<file path="src/rtl/clit_pkg.sv">
// Shared types and constants for the core-local interrupt timer.
// Used by every module of the block; depends on nothing.
package clit_pkg;

    localparam int CLIT_NUM_HARTS = 8;
    localparam int CLIT_DATA_W    = 64;
    localparam int CLIT_OFFSET_W  = 16;
    localparam int CLIT_IRQ_W     = 8;

    // Register map
    localparam logic [CLIT_OFFSET_W-1:0] CLIT_MSIP_BASE   = 16'h0000;
    localparam logic [CLIT_OFFSET_W-1:0] CLIT_CMP_BASE    = 16'h4000;
    localparam logic [CLIT_OFFSET_W-1:0] CLIT_TIME_OFFSET = 16'hbff8;

    typedef enum logic [1:0] {
        CMD_TICK  = 2'd0,
        CMD_READ  = 2'd1,
        CMD_WRITE = 2'd2
    } cmd_t;

    typedef enum logic [1:0] {
        KIND_NONE = 2'd0,
        KIND_SOFT = 2'd1,
        KIND_CMP  = 2'd2,
        KIND_TIME = 2'd3
    } kind_t;

    typedef enum logic [1:0] {
        ST_IDLE = 2'd0,
        ST_EXEC = 2'd1,
        ST_EVAL = 2'd2
    } state_t;

    // Commands from the controller to the datapath
    typedef struct packed {
        logic load;
        logic exec;
        logic eval;
    } ctrl_cmd_t;

endpackage

</file>
<file path="src/rtl/clit_ctrl.sv">
// Sequencer of the core-local interrupt timer: load, execute, evaluate.
// Depends on clit_pkg.
module clit_ctrl
    import clit_pkg::*;
(
    input  logic       clk,
    input  logic       rst_n,
    input  logic       start,
    output logic       busy,
    output logic       done,
    output ctrl_cmd_t  cmd
);

    state_t state_reg;
    state_t state_next;
    logic   done_reg;
    logic   done_next;

    // Advance state
    always_comb
    begin
        state_next = state_reg;
        case (state_reg)
            ST_IDLE:
            begin
                if (start)
                    state_next = ST_EXEC;
            end
            ST_EXEC: state_next = ST_EVAL;
            ST_EVAL: state_next = ST_IDLE;
            default: state_next = ST_IDLE;
        endcase
    end

    // Drive datapath commands
    always_comb
    begin
        cmd       = '0;
        done_next = 1'b0;
        case (state_reg)
            ST_IDLE: cmd.load = start;
            ST_EXEC: cmd.exec = 1'b1;
            ST_EVAL:
            begin
                cmd.eval  = 1'b1;
                done_next = 1'b1;
            end
            default: cmd = '0;
        endcase
    end

    always_ff @(posedge clk or negedge rst_n)
    begin
        if (!rst_n)
        begin
            state_reg <= ST_IDLE;
            done_reg  <= 1'b0;
        end
        else
        begin
            state_reg <= state_next;
            done_reg  <= done_next;
        end
    end

    assign busy = (state_reg != ST_IDLE);
    assign done = done_reg;

endmodule

</file>
<file path="src/rtl/clit_datapath.sv">
// Datapath of the core-local interrupt timer: time counter, compare and
// software-pending registers, address decode and interrupt lines. Depends on clit_pkg.
module clit_datapath
    import clit_pkg::*;
#(
    parameter int NUM_HARTS = CLIT_NUM_HARTS
)
(
    input  logic                     clk,
    input  logic                     rst_n,
    input  ctrl_cmd_t                cmd,
    input  logic [1:0]               command,
    input  logic [CLIT_OFFSET_W-1:0] offset,
    input  logic [CLIT_DATA_W-1:0]   write_data,
    output logic [CLIT_DATA_W-1:0]   read_data,
    output logic                     access_error,
    output logic [CLIT_IRQ_W-1:0]    soft_irq,
    output logic [CLIT_IRQ_W-1:0]    timer_irq
);

    localparam int HART_W    = (NUM_HARTS > 1) ? $clog2(NUM_HARTS) : 1;
    localparam int SOFT_END  = 4 * NUM_HARTS;
    localparam int CMP_END   = 16'h4000 + 8 * NUM_HARTS;

    // Captured input word
    logic [1:0]               command_reg;
    logic [CLIT_OFFSET_W-1:0] offset_reg;
    logic [CLIT_DATA_W-1:0]   write_data_reg;

    // Architectural state
    logic [CLIT_DATA_W-1:0]   time_reg;
    logic [CLIT_DATA_W-1:0]   time_next;
    logic [CLIT_DATA_W-1:0]   cmp_reg  [NUM_HARTS];
    logic [CLIT_DATA_W-1:0]   cmp_next [NUM_HARTS];
    logic [NUM_HARTS-1:0]     soft_reg;
    logic [NUM_HARTS-1:0]     soft_next;

    // Result registers
    logic [CLIT_DATA_W-1:0]   read_data_reg;
    logic [CLIT_DATA_W-1:0]   read_data_next;
    logic                     access_error_reg;
    logic                     access_error_next;
    logic [CLIT_IRQ_W-1:0]    soft_irq_reg;
    logic [CLIT_IRQ_W-1:0]    soft_irq_next;
    logic [CLIT_IRQ_W-1:0]    timer_irq_reg;
    logic [CLIT_IRQ_W-1:0]    timer_irq_next;

    kind_t                    kind;
    logic [HART_W-1:0]        hart;

    // Hold the input word for the whole item
    always_ff @(posedge clk)
    begin
        if (cmd.load)
        begin
            command_reg    <= command;
            offset_reg     <= offset;
            write_data_reg <= write_data;
        end
    end

    // Decode the offset into register kind and hart index
    always_comb
    begin
        kind = KIND_NONE;
        hart = '0;
        if (offset_reg == CLIT_TIME_OFFSET)
            kind = KIND_TIME;
        else if (offset_reg >= CLIT_CMP_BASE
                 && {1'b0, offset_reg} < 17'(CMP_END)
                 && offset_reg[2:0] == 3'b000)
        begin
            kind = KIND_CMP;
            hart = offset_reg[HART_W+2:3];
        end
        else if ({1'b0, offset_reg} < 17'(SOFT_END)
                 && offset_reg[1:0] == 2'b00)
        begin
            kind = KIND_SOFT;
            hart = offset_reg[HART_W+1:2];
        end
    end

    // Apply tick, read or write
    always_comb
    begin
        time_next         = time_reg;
        soft_next         = soft_reg;
        read_data_next    = read_data_reg;
        access_error_next = access_error_reg;
        for (int i = 0; i < NUM_HARTS; i++)
            cmp_next[i] = cmp_reg[i];
        if (cmd.exec)
        begin
            read_data_next    = '0;
            access_error_next = 1'b0;
            case (command_reg)
                CMD_TICK: time_next = time_reg + 64'd1;
                CMD_READ:
                begin
                    case (kind)
                        KIND_SOFT: read_data_next = {63'd0, soft_reg[hart]};
                        KIND_CMP:  read_data_next = cmp_reg[hart];
                        KIND_TIME: read_data_next = time_reg;
                        default:   access_error_next = 1'b1;
                    endcase
                end
                CMD_WRITE:
                begin
                    case (kind)
                        KIND_SOFT: soft_next[hart] = write_data_reg[0];
                        KIND_CMP:  cmp_next[hart] = write_data_reg;
                        KIND_TIME: time_next = write_data_reg;
                        default:   access_error_next = 1'b1;
                    endcase
                end
                default: read_data_next = '0;
            endcase
        end
    end

    // Evaluate interrupt lines from the updated state
    always_comb
    begin
        soft_irq_next  = soft_irq_reg;
        timer_irq_next = timer_irq_reg;
        if (cmd.eval)
        begin
            soft_irq_next  = '0;
            timer_irq_next = '0;
            for (int i = 0; i < CLIT_IRQ_W; i++)
            begin
                if (i < NUM_HARTS)
                begin
                    soft_irq_next[i]  = soft_reg[i];
                    timer_irq_next[i] = (time_reg >= cmp_reg[i]);
                end
            end
        end
    end

    always_ff @(posedge clk or negedge rst_n)
    begin
        if (!rst_n)
        begin
            time_reg         <= '0;
            soft_reg         <= '0;
            read_data_reg    <= '0;
            access_error_reg <= 1'b0;
            soft_irq_reg     <= '0;
            timer_irq_reg    <= '0;
            for (int i = 0; i < NUM_HARTS; i++)
                cmp_reg[i] <= '1;
        end
        else
        begin
            time_reg         <= time_next;
            soft_reg         <= soft_next;
            read_data_reg    <= read_data_next;
            access_error_reg <= access_error_next;
            soft_irq_reg     <= soft_irq_next;
            timer_irq_reg    <= timer_irq_next;
            for (int i = 0; i < NUM_HARTS; i++)
                cmp_reg[i] <= cmp_next[i];
        end
    end

    assign read_data    = read_data_reg;
    assign access_error = access_error_reg;
    assign soft_irq     = soft_irq_reg;
    assign timer_irq    = timer_irq_reg;

endmodule

</file>
<file path="src/rtl/core_local_interrupt_timer.sv">
// Core-local interrupt timer: one 64-bit time counter, per-hart compare and
// software-interrupt words. Each word passes the load, execute and evaluate steps
// of the sequencer before its result is taken (done); a new word is accepted only
// while busy is low. The receiver cannot stall.
// Reset (rst_n low, asynchronous) clears time and pending bits, sets compares to all ones.
module core_local_interrupt_timer
    import clit_pkg::*;
#(
    parameter int NUM_HARTS = CLIT_NUM_HARTS
)
(
    input  logic                     clk,
    input  logic                     rst_n,
    input  logic                     start,
    output logic                     busy,
    input  logic [1:0]               command,
    input  logic [CLIT_OFFSET_W-1:0] offset,
    input  logic [CLIT_DATA_W-1:0]   write_data,
    output logic                     done,
    output logic [CLIT_DATA_W-1:0]   read_data,
    output logic                     access_error,
    output logic [CLIT_IRQ_W-1:0]    soft_irq,
    output logic [CLIT_IRQ_W-1:0]    timer_irq
);

    ctrl_cmd_t cmd;

    // Sequence each word
    clit_ctrl u_ctrl (
        .clk   (clk),
        .rst_n (rst_n),
        .start (start),
        .busy  (busy),
        .done  (done),
        .cmd   (cmd)
    );

    // Hold registers and compute results
    clit_datapath #(
        .NUM_HARTS (NUM_HARTS)
    ) u_datapath (
        .clk          (clk),
        .rst_n        (rst_n),
        .cmd          (cmd),
        .command      (command),
        .offset       (offset),
        .write_data   (write_data),
        .read_data    (read_data),
        .access_error (access_error),
        .soft_irq     (soft_irq),
        .timer_irq    (timer_irq)
    );

endmodule

</file>
<file path="config.mk">
export PLATFORM = sky130hd
export DESIGN_NAME = core_local_interrupt_timer
export DESIGN_NICKNAME = d
export VERILOG_FILES = /design/src/rtl/clit_pkg.sv /design/src/rtl/clit_ctrl.sv /design/src/rtl/clit_datapath.sv /design/src/rtl/core_local_interrupt_timer.sv
export SDC_FILE = /design/constraint.sdc
export NUM_CORES = 2
export LEC_CHECK = 0
export ABC_CLOCK_PERIOD_IN_PS = 6630
export BUFFER_PORTS_ARGS = -buffer_cell sky130_fd_sc_hd__buf_2
export CORE_MARGIN = 3
export CORE_UTILIZATION = 35
export CTS_CLUSTER_DIAMETER = 200
export CTS_CLUSTER_SIZE = 28
export DETAILED_ROUTE_END_ITERATION = 6
export GPL_TIMING_DRIVEN = 0
export PLACE_DENSITY = 0.49
export SLEW_MARGIN = 15
export SYNTH_ARGS = -nofsm -noshare
export SYNTH_HDL_FRONTEND = slang
export SYNTH_SLANG_ARGS = --single-unit
export TNS_END_PERCENT = 50
</file>
<file path="constraint.sdc">
create_clock -name clk -period 6.63 [get_ports clk]
set_input_delay 0.663 -clock clk [delete_from_list [all_inputs] [get_ports clk]]
set_output_delay 0.663 -clock clk [all_outputs]
set_load 0.02 [all_outputs]
</file>
==> impl_metrics.tcl <==
set metrics [dict create \
    timing.critical_path.buf_inv 1 \
    synth_edf_count 82 \
    worstSetupPathType "flop to flop" \
    endpoint_kind "flop" \
    path_cells "nor3_1 -> nand3_2 -> nor3_1 -> nand2_1 -> clkbuf_1 -> o31a_1 -> o2111ai_1 -> nand2_1" \
    drive_gt1_frac 0.195 \
    hold_viol 0 \
    num_vias 37987 \
    finalPower_w 0.00824 \
    fin_crit_sh 0.725 \
    cts_sinks 750 \
    cts_resized 0 \
    whs_endpoint "u_datapath.write_data_reg[43]$_DFFE_PP_" \
    p_leak_nw 19.6 \
    ir_worst_vdd_mv 0.228 \
    htree_levels 1 \
    die_w_um 366 \
    clock_skew_ns 0.0323 \
    grt_util_all_layers 0.260 \
    ys.flop_type "dfstp_2" \
    overflow 0 \
    cp_top_family "simple AND/OR/NAND/NOR gates" \
    crit_required_ns 7.22 \
    max_stage_delay_ns 1.08 \
    clockBufferDepth 3 \
    largest_reg_flops 512 \
    max_slew.worst_pin.slew_ns 1.30 \
    min-delay-start "write_data[43]" \
    area_growth_pct 9.75 \
    drtAntennaViolNets 0 \
    finalSetupViolCount 0 \
    synth_top_cell_by_area "dfstp_2" \
    final.min_clock_period_ns 4.80 \
    synth.ff_latch_count 750 \
    syn_avg_cell_area_um2 9.59 \
    r2r_slack_ns 1.83 \
    ys_seq_area_frac 0.437 \
    grt_pass1_wl_mm 261 \
    clockRootBuffer "clkbuf_16" \
    holdPathStages 1 \
    setup_tns_ns 0 \
    grt_pass1_vias 36755 \
    postCtsSetupRepairBufs 0 \
    slew_headroom 0.123 \
    status "completed" \
    yosysWarnings 0 \
    critical_path_arrival_ns 5.40 \
    path_max_fanout 10 \
    hpwlAfterDp_mm 136 \
    die-area_mm2 0.134 \
    r2r.worst_path.cells 8 \
    clkTransAtPathRegs_ns 0.13 \
    portBuffers 167 \
    gp_congestion 0.901 \
    clk_latency_ns 0.71 \
    grt_max_degree 96 \
    synth_cells 4730 \
    first_pass_iters 6 \
    drtIter0Drc 3382 \
    ys_top_cells_by_count "nand2_1, inv_1, ha_1" \
    start_util 0.354 \
    startpoint_type "flop" \
    synth_area_leaders "dfstp_2, ha_1, dfrtp_1, edfxtp_1, o21ai_0" \
    synth_nets 5331 \
    num_rows 131 \
    r2r_start "u_datapath.offset_reg[8]$_DFFE_PP_" \
    fmax_mhz 208 \
    synthMostInstantiatedCell "nand2_1" \
    yosysUniqueCellTypes 77 \
    netlist_area_mm2 0.0454 \
    rr_endpoint "u_datapath.read_data[48]$_DFFE_PN0P_" \
    rsz0062_at_grt "no" \
    cts_tree "yes" \
    antenna_found_initial 5 \
    via_per_inst 5.66 \
    synth_top_area_frac 0.297 \
    cts_inserted_buffers 30 \
    nNetsFinal 5551 \
    fp.dieH_um 366 \
    finalWirelength_mm 180 \
    critPathSlowestCell "nor3_1" \
    synthArstFlopShare 0.891 \
    hp-class "input pin to flop" \
    drc 0 \
    drv_cap 0 \
    wire_per_inst_um 26.8 \
    p_per_area_mw_per_mm2 166 \
    slew_viol_final 0 \
    io_pins 168 \
    coreArea_mm2 0.128 \
]
==> layout make-up <==
class                           instances  area, µm²
Inverter                              520       1950
Clock inverter                          1       8.76
Antenna cell                            5       12.5
Multi-Input combinational cell       3179      22500
Tap cell                             1729       2160
Fill cell                           13146      78400
Clock buffer                           55        866
Timing Repair Buffer                  188       1280
Sequential cell                       750      19800
Buffer                                281       1160
==> power by group <==
part / switching [W] / internal (W)
clock: 0.00165 / 0.000898
sequential: 0.000112 / 0.00474
combinational: 0.000589 / 0.000251
total: 0.00235 / 0.00589
==> cells by family (layout without fill, tap and decap cells) <==
group           Yosys count  count (layout)  share of synthesized area
compound gates         1265            1265                      0.175
simple gates           1167            1167                      0.121
buf+inv                 801            1045                     0.0682
flops                   750             750                      0.437
fa+ha+maj               516             516                      0.142
mux                     230             230                     0.0564
xor+xnor                  1               1                   0.000193
other cells               0               5                          0
==> worst max path at each step <==
stage	startpoint	end	slack, ns	cells past startpoint
after floorplan	u_ctrl.state_reg[0]$_DFFE_PN0P_	u_datapath.command_reg[0]$_DFFE_PP_	1.93	2
after global placement	rst_n	u_datapath.read_data[24]$_DFFE_PN0P_	-10.31	1
after detailed placement	u_ctrl.state_reg[0]$_DFFE_PN0P_	u_datapath.timer_irq[3]$_DFFE_PN0P_	1.95	10
after CTS	u_datapath.offset_reg[14]$_DFFE_PP_	u_datapath.read_data[12]$_DFFE_PN0P_	1.92	10
after global routing	u_datapath.offset_reg[14]$_DFFE_PP_	u_datapath.read_data[12]$_DFFE_PN0P_	1.80	10
final	u_datapath.offset_reg[8]$_DFFE_PP_	u_datapath.read_data[48]$_DFFE_PN0P_	1.83	8
==> stage by stage <==
stage | hold slack (ns) | cell area, µm² | util | instances | setup WS [ns]
6_report | 0.117 | 49800 | 0.388 | 6708 | 1.83
5_1_grt | 0.0963 | 49800 | 0.388 | 6703 | 1.80
4_1_cts | 0.0785 | 49800 | 0.388 | 6703 | 1.92
3_5_place_dp | 0.462 | 48900 | 0.381 | 6646 | 1.95
3_3_place_gp | 0.459 | 48400 | 0.377 | 6626 | -10.31
2_1_floorplan | 0.367 | 45400 | - | 4730 | 1.93
==> routing by layer <==
metal / global-route usage / wire length, µm / up-vias
met1: 0.366 / 81900 / 19180
met3: 0.0285 / 10000 / 207
met4: 0.0811 / 6900 / 0
met5: 0 / 0 / -
li1: - / - / 17391
met2: 0.417 / 81000 / 1209
==> cell usage in the layout (no fill, tap or decap), types with 24 or more instances in the layout <==
| cell type | instances |
|---|---|
| o221ai_1 | 71 |
| ha_1 | 516 |
| clkbuf_1 | 218 |
| o22ai_1 | 155 |
| a221o_1 | 28 |
| a211oi_1 | 39 |
| mux2_2 | 141 |
| o21ai_0 | 428 |
| nand3_1 | 58 |
| mux2i_1 | 26 |
| or4_1 | 55 |
| and3_1 | 24 |
| buf_2 | 217 |
| o211ai_1 | 25 |
| dfstp_2 | 512 |
| nor3_1 | 48 |
| clkbuf_16 | 31 |
| a21o_1 | 101 |
| dfrtp_1 | 156 |
| nand4_1 | 104 |
| inv_1 | 518 |
| a21oi_1 | 230 |
| nand2_1 | 532 |
| mux2_1 | 63 |
| a22oi_1 | 66 |
| nor2_1 | 217 |
| edfxtp_1 | 82 |
==> repair_timing <==
item | CTS | global route
hold endpoints to repair | 19 | 0
hold buffers | 1 | 0
endpoints found under the setup margin | 0 | 0
(Power assumes the default switching activity.)
